File: src/rtl/tsrs_pkg.sv
package tsrs_pkg;

  localparam int RING_DEPTH = 2048;
  localparam int ADDR_W     = (RING_DEPTH > 1) ? $clog2(RING_DEPTH) : 1;
  localparam int CNT_W      = $clog2(RING_DEPTH + 1);
  localparam int SUM_W      = CNT_W + 1;
  localparam int CMD_W      = 3;
  localparam int STAMP_W    = 32;
  localparam int PAYLOAD_W  = 64;
  localparam int ENTRY_W    = STAMP_W + PAYLOAD_W;
  localparam int HELD_W     = 12;

  typedef enum logic [CMD_W-1:0] {
    CMD_INSERT = 3'd0,
    CMD_EXACT  = 3'd1,
    CMD_AFTER  = 3'd2,
    CMD_BEFORE = 3'd3,
    CMD_OLDEST = 3'd4,
    CMD_NEWEST = 3'd5,
    CMD_COUNT  = 3'd6,
    CMD_CLEAR  = 3'd7
  } cmd_e;

  typedef struct packed {
    logic load;
    logic step;
    logic upper;
    logic prev;
  } srch_ctl_t;

  typedef struct packed {
    logic              done;
    logic [ADDR_W-1:0] addr;
    logic [CNT_W-1:0]  pos;
  } srch_sts_t;

  // logical position -> physical slot, pos never exceeds the depth
  function automatic logic [ADDR_W-1:0] slot_of(input logic [ADDR_W-1:0] base,
                                                input logic [CNT_W-1:0]  pos);
    logic [SUM_W-1:0] sum;
    sum = SUM_W'(base) + SUM_W'(pos);
    if (sum >= SUM_W'(RING_DEPTH)) begin
      sum = sum - SUM_W'(RING_DEPTH);
    end
    return ADDR_W'(sum);
  endfunction

endpackage

File: src/rtl/tsrs_search.sv
module tsrs_search import tsrs_pkg::*; (
  input  logic               clk_i,
  input  logic               rst_ni,
  input  srch_ctl_t          ctl_i,
  input  logic [CNT_W-1:0]   fill_i,
  input  logic [ADDR_W-1:0]  oldest_i,
  input  logic [STAMP_W-1:0] key_i,
  input  logic [STAMP_W-1:0] rd_stamp_i,
  output srch_sts_t          sts_o
);

  logic [CNT_W-1:0] first_q, first_d;
  logic [CNT_W-1:0] len_q, len_d;
  logic [CNT_W-1:0] mid_q, mid_d;

  logic             go_right;
  logic [CNT_W-1:0] half;
  logic [CNT_W-1:0] f_rt, l_rt, m_rt, fp_rt;
  logic [CNT_W-1:0] f_lt, l_lt, m_lt, fp_lt;
  logic [ADDR_W-1:0] a_rt, a_lt;

  // both outcomes of the compare are prepared from registers; the read data only selects
  always_comb begin
    half  = len_q >> 1;
    f_rt  = mid_q + CNT_W'(1);
    l_rt  = len_q - half - CNT_W'(1);
    m_rt  = f_rt + (l_rt >> 1);
    f_lt  = first_q;
    l_lt  = half;
    m_lt  = f_lt + (l_lt >> 1);
    fp_rt = (ctl_i.prev && (f_rt != '0)) ? (f_rt - CNT_W'(1)) : f_rt;
    fp_lt = (ctl_i.prev && (f_lt != '0)) ? (f_lt - CNT_W'(1)) : f_lt;
    a_rt  = (l_rt == '0) ? slot_of(oldest_i, fp_rt) : slot_of(oldest_i, m_rt);
    a_lt  = (l_lt == '0) ? slot_of(oldest_i, fp_lt) : slot_of(oldest_i, m_lt);

    go_right = ctl_i.upper ? (rd_stamp_i <= key_i) : (rd_stamp_i < key_i);

    sts_o.done = go_right ? (l_rt == '0) : (l_lt == '0);
    sts_o.addr = go_right ? a_rt : a_lt;
    sts_o.pos  = go_right ? f_rt : f_lt;

    first_d = first_q;
    len_d   = len_q;
    mid_d   = mid_q;
    if (ctl_i.load) begin
      first_d = '0;
      len_d   = fill_i;
      mid_d   = fill_i >> 1;
    end else if (ctl_i.step) begin
      first_d = go_right ? f_rt : f_lt;
      len_d   = go_right ? l_rt : l_lt;
      mid_d   = go_right ? m_rt : m_lt;
    end
  end

  always_ff @(posedge clk_i or negedge rst_ni) begin
    if (!rst_ni) begin
      first_q <= '0;
      len_q   <= '0;
      mid_q   <= '0;
    end else begin
      first_q <= first_d;
      len_q   <= len_d;
      mid_q   <= mid_d;
    end
  end

endmodule

File: config.mk
export PLATFORM = sky130hd
export DESIGN_NAME = tsrs_search
export DESIGN_NICKNAME = d
export VERILOG_FILES = /design/src/rtl/tsrs_pkg.sv /design/src/rtl/tsrs_search.sv
export SDC_FILE = /design/constraint.sdc
export NUM_CORES = 1
export LEC_CHECK = 0
export ABC_CLOCK_PERIOD_IN_PS = 10100
export BUFFER_PORTS_ARGS = -buffer_cell sky130_fd_sc_hd__buf_2
export CORE_MARGIN = 5
export CORE_UTILIZATION = 30
export DETAILED_ROUTE_END_ITERATION = 8
export HOLD_SLACK_MARGIN = 0.05
export PLACE_DENSITY_LB_ADDON = 0.3
export REMOVE_ABC_BUFFERS = 1
export SLEW_MARGIN = 20
export SYNTH_ARGS = -nofsm -noshare
export SYNTH_HDL_FRONTEND = slang
export SYNTH_SLANG_ARGS = --single-unit
File: constraint.sdc
create_clock -name clk_i -period 10.1 [get_ports clk_i]
set_input_delay 1.01 -clock clk_i [delete_from_list [all_inputs] [get_ports clk_i]]
set_output_delay 1.01 -clock clk_i [all_outputs]
set_load 0.01 [all_outputs]
==> reports/qor.yml, run 1 <==
placed_design:
  routabilityCongestion: 0.927
  hpwl_microns: 15800
  port_buffers: 116
  dp_worst_setup_slack_ns: 2.54
critical_path:
  critical_path.slowest_cell: "or4b_1"
  startpoint_type: "register"
  cp_max_fo: 6
  critical_path_class: "register to output port"
  crit_path_end_kind: "output port"
  arrival_ns: 6.70
  worst-endpoint-required_ns: 9.09
  cpPeakStageDelay_ns: 0.67
  worstPathCellList: "inv_1, ha_1, fa_1, a21oi_1, o21bai_1, xor2_1, or4_1, nor4_1, or4b_1, mux2i_1, a21oi_1, ha_1, inv_1, fa_1, nor2b_1, o2111ai_1, and4_1, or3_1, o211ai_1, nand2_1, or3_1, nand4_1, buf_2"
clock_network:
  cts_resized: 0
  clk_pin_slew_ns: 0.06
  cts_buffer_depth: 2
  post-cts-setup-buffer-count: 0
  cts_buffers: 5
  cts_tree: "done"
  root_buffer: "clkbuf_16"
  clock_latency_ns: 0.29
  cts_sinks: 36
  htree_levels: 2
  hold_buffers: 0
yosys:
  ys_ff_latch: 36
  synthFlopType: "dfrtp_1"
  yosysSeqAreaShare: 0.148
  syn_area_sq_um: 6070
  ys_warn_count: 0
  synth_cell_types: 70
  ys_top_cells_by_area: "ha_1, dfrtp_1, xnor2_1"
  synth_edf_count: 0
  yosys.area.top_type_share: 0.171
  synth_area_leader_cell: "ha_1"
  ys_top_cells_by_count: "ha_1, inv_1, a21oi_1"
  async_flop_share: 1.00
  avgSynthCellArea_sq_um: 7.54
  synth_most_common_cell: "ha_1"
  syn_inst: 806
timing:
  hold_viol: 0
  setup_tns_ns: 0
  rsz0062_at_grt: "no"
  skew_ns: 0.00368
  period_needed_ns: 7.71
  timing.final.ws_setup_ns: 2.39
  max_clock_freq_ghz: 0.130
  drv_slew: 0
  fin_crit_sh: 0.763
  timing.hold.ws_ns: 0.554
  worst_pin_slew_ns: 0.928
  setup_viol: 0
  maxSlewHeadroom: 0.377
route:
  routed_wirelength_microns: 20000
  wl_per_cell_microns: 17.1
  dr.pass1.iters: 5
  drtAntennaViolNets: 0
  viasPerCell: 5.36
  vias: 6253
  drcViolationCount: 0
  drtIter0Drc: 461
die:
  die_h_microns: 152
  initial_core_util: 0.302
  dieWidth_microns: 152
  io_pins: 117
  dieArea_sq_um: 23200
  rows: 52
  coreArea_sq_um: 20100
global_route:
  grt_pass1_wl_microns: 32000
  grt_max_degree: 46
  grt_antenna_before_repair: 0
  grt_overflow: 0
  first_global_vias: 6126
  grt_usage: 0.165
final_layout:
  syn_to_final_growth_pct: 16.0
  n_antenna_cell: 0
  multi_input_area_sq_um: 4760
  nets: 1076
  fin_util: 0.350
  regArea_sq_um: 901
  n_fill_cell: 2165
  drive_gt1_frac: 0.166
power_and_ir_drop:
  ir_worst_vdd_uv: 76.2
  powerDensity_nw_per_um2: 236
  power_leakage_uw: 0.00331
hold_path:
  hp-class: "register to register"
status:
  outcome: "complete, no violations"
job:
  maxCapViolCount: 0
[power breakdown]
| part | total (uW) | internal, uW | switching [uW] |
|---|---|---|---|
| logic | 1280 | 558 | 723 |
| clock network | 167 | 98.8 | 68.0 |
| registers | 211 | 168 | 43.6 |
| total | 1660 | 825 | 834 |
[critical path, delay by kind of cell (launching register included)]
| family | cells | cell delay (ns) |
|---|---|---|
| flip-flops | 1 | 0.41 |
| AO/OA/AOI/OAI | 5 | 1.12 |
| buffers and inverters | 3 | 0.30 |
| AND/OR/NAND/NOR | 9 | 2.94 |
| multiplexers | 1 | 0.18 |
| XOR/XNOR | 1 | 0.21 |
| adder cells (fa/ha/maj) | 4 | 1.22 |
[cells in the final DEF (no fill, tap or decap), types with 4 or more instances in the layout]
cell	count
nor2b_1	7
nand4_1	8
a2bb2oi_1	4
a211oi_1	21
or2_2	6
buf_4	7
dfrtp_1	36
o2111ai_1	6
o22a_1	4
clkbuf_16	5
xnor2_1	43
nor4_1	7
nor2_1	56
nor3_1	25
o31ai_1	8
o211ai_1	34
a211o_1	4
a21oi_1	65
a22o_1	4
o21bai_1	6
nand3b_1	4
a21o_1	17
ha_1	83
mux2i_1	9
nand3_1	31
fa_1	4
xor2_1	17
and2_1	4
and3_1	8
o21ai_0	40
inv_1	69
nand2b_1	8
o21a_1	13
or3_1	6
buf_2	116
nand2_1	54
[final cells by class]
type	count	area share
clock buffer	8	0.0208
inverter	70	0.0373
multi-input combinational	660	0.676
sequential	36	0.128
tap	270	0.0479
timing repair buffer	123	0.0899
[through the flow]
stage | cell area, sq um | power [uW] | std cells
3_5_place_dp | 6900 | 1490 | 1159
5_1_grt | 7050 | 1820 | 1167
2_1_floorplan | 5920 | 1130 | 766
6_report | 7050 | 1660 | 1167
4_1_cts | 7050 | 1660 | 1167
3_3_place_gp | 6900 | 1480 | 1159
[logic make-up after synthesis]
family          after synthesis  share of synthesized area
xor+xnor                     60                     0.0865
mux                          10                     0.0167
flops                        36                      0.148
simple gates                242                      0.201
compound gates              261                      0.295
fa+ha+maj                    87                      0.184
buf+inv                     110                     0.0684
[registers in the layout, indices dropped and copies added (netlist names)]
signal  cells
f_lt       12
len_q      12
mid_q      12
[layer usage]
| layer | wire length, microns | GRT usage | vias up |
|---|---|---|---|
| met5 | 0 | 0 | - |
| met4 | 185 | 0.0334 | 0 |
| met3 | 1230 | 0.0219 | 16 |
| met2 | 9410 | 0.283 | 201 |
| met1 | 9130 | 0.225 | 2905 |
| li1 | - | - | 3131 |
[path summary, 6_finish.rpt]
| path | start | to | slack (ns) | depth (start not counted) |
|---|---|---|---|---|
| hold reg to reg | mid_q[11] | mid_q[11] | 0.55 | 1 |
| setup reg to reg | len_q[1] | mid_q[10] | 5.86 | 16 |
| max in group asynchronous | rst_ni | len_q[7] | 8.65 | 1 |
| hold / removal | mid_q[11] | mid_q[11] | 0.55 | 1 |
| setup / recovery | len_q[1] | sts_o[22] | 2.39 | 23 |
| min in group asynchronous | rst_ni | f_lt[10] | 0.85 | 1 |
(Power assumes the default switching activity.)
==> run 2: changes to the inputs <==
ABC_CLOCK_PERIOD_IN_PS = 6800   (was 10100)
clock period = 6.8 ns   (was 10.1 ns; I/O delays follow)
==> run 2 against run 1 <==
Net effect:
- global-route usage increased by 0.50 points
- clock power increased by 32%
- critical path depth decreased by 1
- non-clock buffer count increased by 20
- clock skew about the same
- sequential cell count unchanged
- power increased by 53%
- utilization increased by 0.93 points
- die area unchanged
- sequential share of layout area decreased by 0.31 points
- cell count increased by 1.5%
- register-to-register slack got worse by 3.0 ns
==> reports/qor.yml, run 2 (synthesis gave the netlist of run 1 again) <==
final_layout:
  syn_to_final_growth_pct: 19.1  # was 16.0%
  most-common-layout-cells: "buf_2, ha_1, inv_1"  # unchanged
  drive_gt1_frac: 0.197  # was 0.166
  final_common_cell: "buf_2"  # unchanged
  nets: 1096  # was 1,076
  n_antenna_cell: 0  # unchanged
critical_path:
  worst-endpoint-required_ns: 6.12  # was 9.09 ns
  path_buf_inv: 4  # was 3
  worstPathCellList: "inv_1, ha_1, nand2b_1, a211oi_4, nor3_1, or4b_4, nor4_2, or4b_4, mux2i_1, a21oi_1, ha_2, inv_1, fa_1, nor2b_1, o2111ai_1, and4_1, o311ai_0, o211ai_1, buf_4, or3_1, nand4_1, buf_2"  # was inv_1, ha_1, fa_1, a21oi_1, o21bai_1, xor2_1, or4_1, nor4_1, or4b_1, mux2i_1, a21oi_1, ha_1, inv_1, fa_1, nor2b_1, o2111ai_1, and4_1, or3_1, o211ai_1, nand2_1, or3_1, nand4_1, buf_2
  cpPeakStageDelay_ns: 0.56  # was 0.67 ns
  critical_path.slowest_cell: "or4b_4"  # was or4b_1
  reg2reg_slack_ns: 2.90  # was 5.86 ns
  crit_path_end_kind: "output port"  # unchanged
  cp_max_fo: 5  # was 6
  reg2reg_to: "mid_q[10]"  # unchanged
  cpLargestDelayFamily: "simple AND/OR/NAND/NOR gates"  # unchanged
  reg2reg_from: "len_q[3]"  # was len_q[1]
  critical_path_class: "register to output port"  # unchanged
  arrival_ns: 5.86  # was 6.70 ns
  startpoint_type: "register"  # unchanged
  rr_worst_depth: 16  # unchanged
clock_network:
  cts_sinks: 36  # unchanged
  root_buffer: "clkbuf_16"  # unchanged
  clock_latency_ns: 0.29  # about the same
  cts_buffers: 5  # unchanged
  clk_pin_slew_ns: 0.05  # was 0.06 ns
  cts_tree: "done"  # unchanged
  htree_levels: 2  # unchanged
  cts_buffer_depth: 2  # unchanged
die:
  rows: 52  # unchanged
  die_h_microns: 152  # unchanged
  dieWidth_microns: 152  # unchanged
  dieArea_sq_um: 23200  # unchanged
  io_pins: 117  # unchanged
  initial_core_util: 0.302  # unchanged
  coreArea_sq_um: 20100  # unchanged
global_route:
  grt_max_degree: 46  # unchanged
  grt_antenna_before_repair: 0  # unchanged
  first_global_vias: 6172  # was 6,126
  grt_pass1_wl_microns: 32700  # was 32,000 microns
  grt_overflow: 0  # unchanged
  grt_usage: 0.170  # was 0.165
timing:
  drv_slew: 0  # unchanged
  max_clock_freq_ghz: 0.153
  timing.final.ws_setup_ns: 0.258  # was 2.39 ns
  maxSlewHeadroom: 0.377  # about the same
  worst_pin_slew_ns: 0.934  # was 0.928 ns
  setup_viol: 0  # unchanged
  period_needed_ns: 6.54
  setup_tns_ns: 0  # unchanged
  fin_crit_sh: 0.962
  skew_ns: 0.00418  # was 0.00368 ns
  timing.hold.ws_ns: 0.536  # was 0.554 ns
  hold_viol: 0  # unchanged
power_and_ir_drop:
  powerDensity_nw_per_um2: 351  # was 236 nW/um^2
  ir_worst_vdd_uv: 128  # was 76.2 uV
  power_leakage_uw: 0.00340  # was 0.00331 uW
hold_path:
  hp-class: "input port to asynchronous set/reset pin"  # was register to register
status:
  outcome: "complete, no violations"  # unchanged
placed_design:
  dp_worst_setup_slack_ns: 0.0849  # was 2.54 ns
  port_buffers: 116  # unchanged
  hpwl_microns: 16400  # was 15,800 microns
  routabilityCongestion: 0.883  # was 0.927
job:
  maxCapViolCount: 0  # unchanged
route:
  routed_wirelength_microns: 20600  # was 20,000 microns
  vias: 6375  # was 6,253
  dr.pass1.iters: 5  # unchanged
  drtIter0Drc: 578  # was 461
  viasPerCell: 5.38  # was 5.36
  wl_per_cell_microns: 17.4  # was 17.1 microns
  drtAntennaViolNets: 0  # unchanged
  drcViolationCount: 0  # unchanged
-- run 2: metrics by stage --
| step | std cells | power, uW | instance area (sq um) | utilization |
|---|---|---|---|---|
| 5_1_grt | 1184 | 2780 | 7230 | 0.360 |
| 2_1_floorplan | 766 | 1680 | 5920 | - |
| 3_5_place_dp | 1171 | 2250 | 6990 | 0.348 |
| 4_1_cts | 1178 | 2500 | 7140 | 0.355 |
| 3_3_place_gp | 1171 | 2240 | 6990 | 0.348 |
| 6_report | 1184 | 2540 | 7230 | 0.360 |
-- run 2: area by class of cell --
cell class                 instances  area (sq um)
clock buffer                       5           125
fill                            2120         12900
inverter                          70           263
multi-input combinational        660          4820
sequential                        36           902
tap                              270           338
timing repair buffer             143           783
-- run 2: metal layers --
metal	wire [microns]	track usage
met5	0	0
met3	1290	0.0224
met4	403	0.0458
met1	9490	0.234
met2	9460	0.283
-- run 2: report_power, final --
part	internal, uW	total [uW]	switching [uW]
Combinational	901	2010	1110
Sequential	250	310	60.4
Clock	130	220	90.2
-- run 2: repair_timing --
action / CTS / global route
cloned: 0 / 0
pin swaps: 1 / 8
endpoints found under the setup margin: 1 / 1
hold buffers: 0 / 0
buffers inserted: 2 / 6
gates resized for setup: 2 / 13
-- run 2: worst max path at each step --
| stage | start | to | slack (ns) | depth (start not counted) |
|---|---|---|---|---|
| after floorplan | key_i[31] | sts_o[22] | 0.60 | 19 |
| after global placement | len_q[1] | sts_o[22] | 0.20 | 23 |
| after detailed placement | len_q[1] | sts_o[22] | 0.08 | 23 |
| after CTS | len_q[1] | sts_o[22] | 0.02 | 22 |
| after global routing | len_q[5] | sts_o[22] | -0.08 | 24 |
| final | len_q[3] | sts_o[22] | 0.26 | 22 |
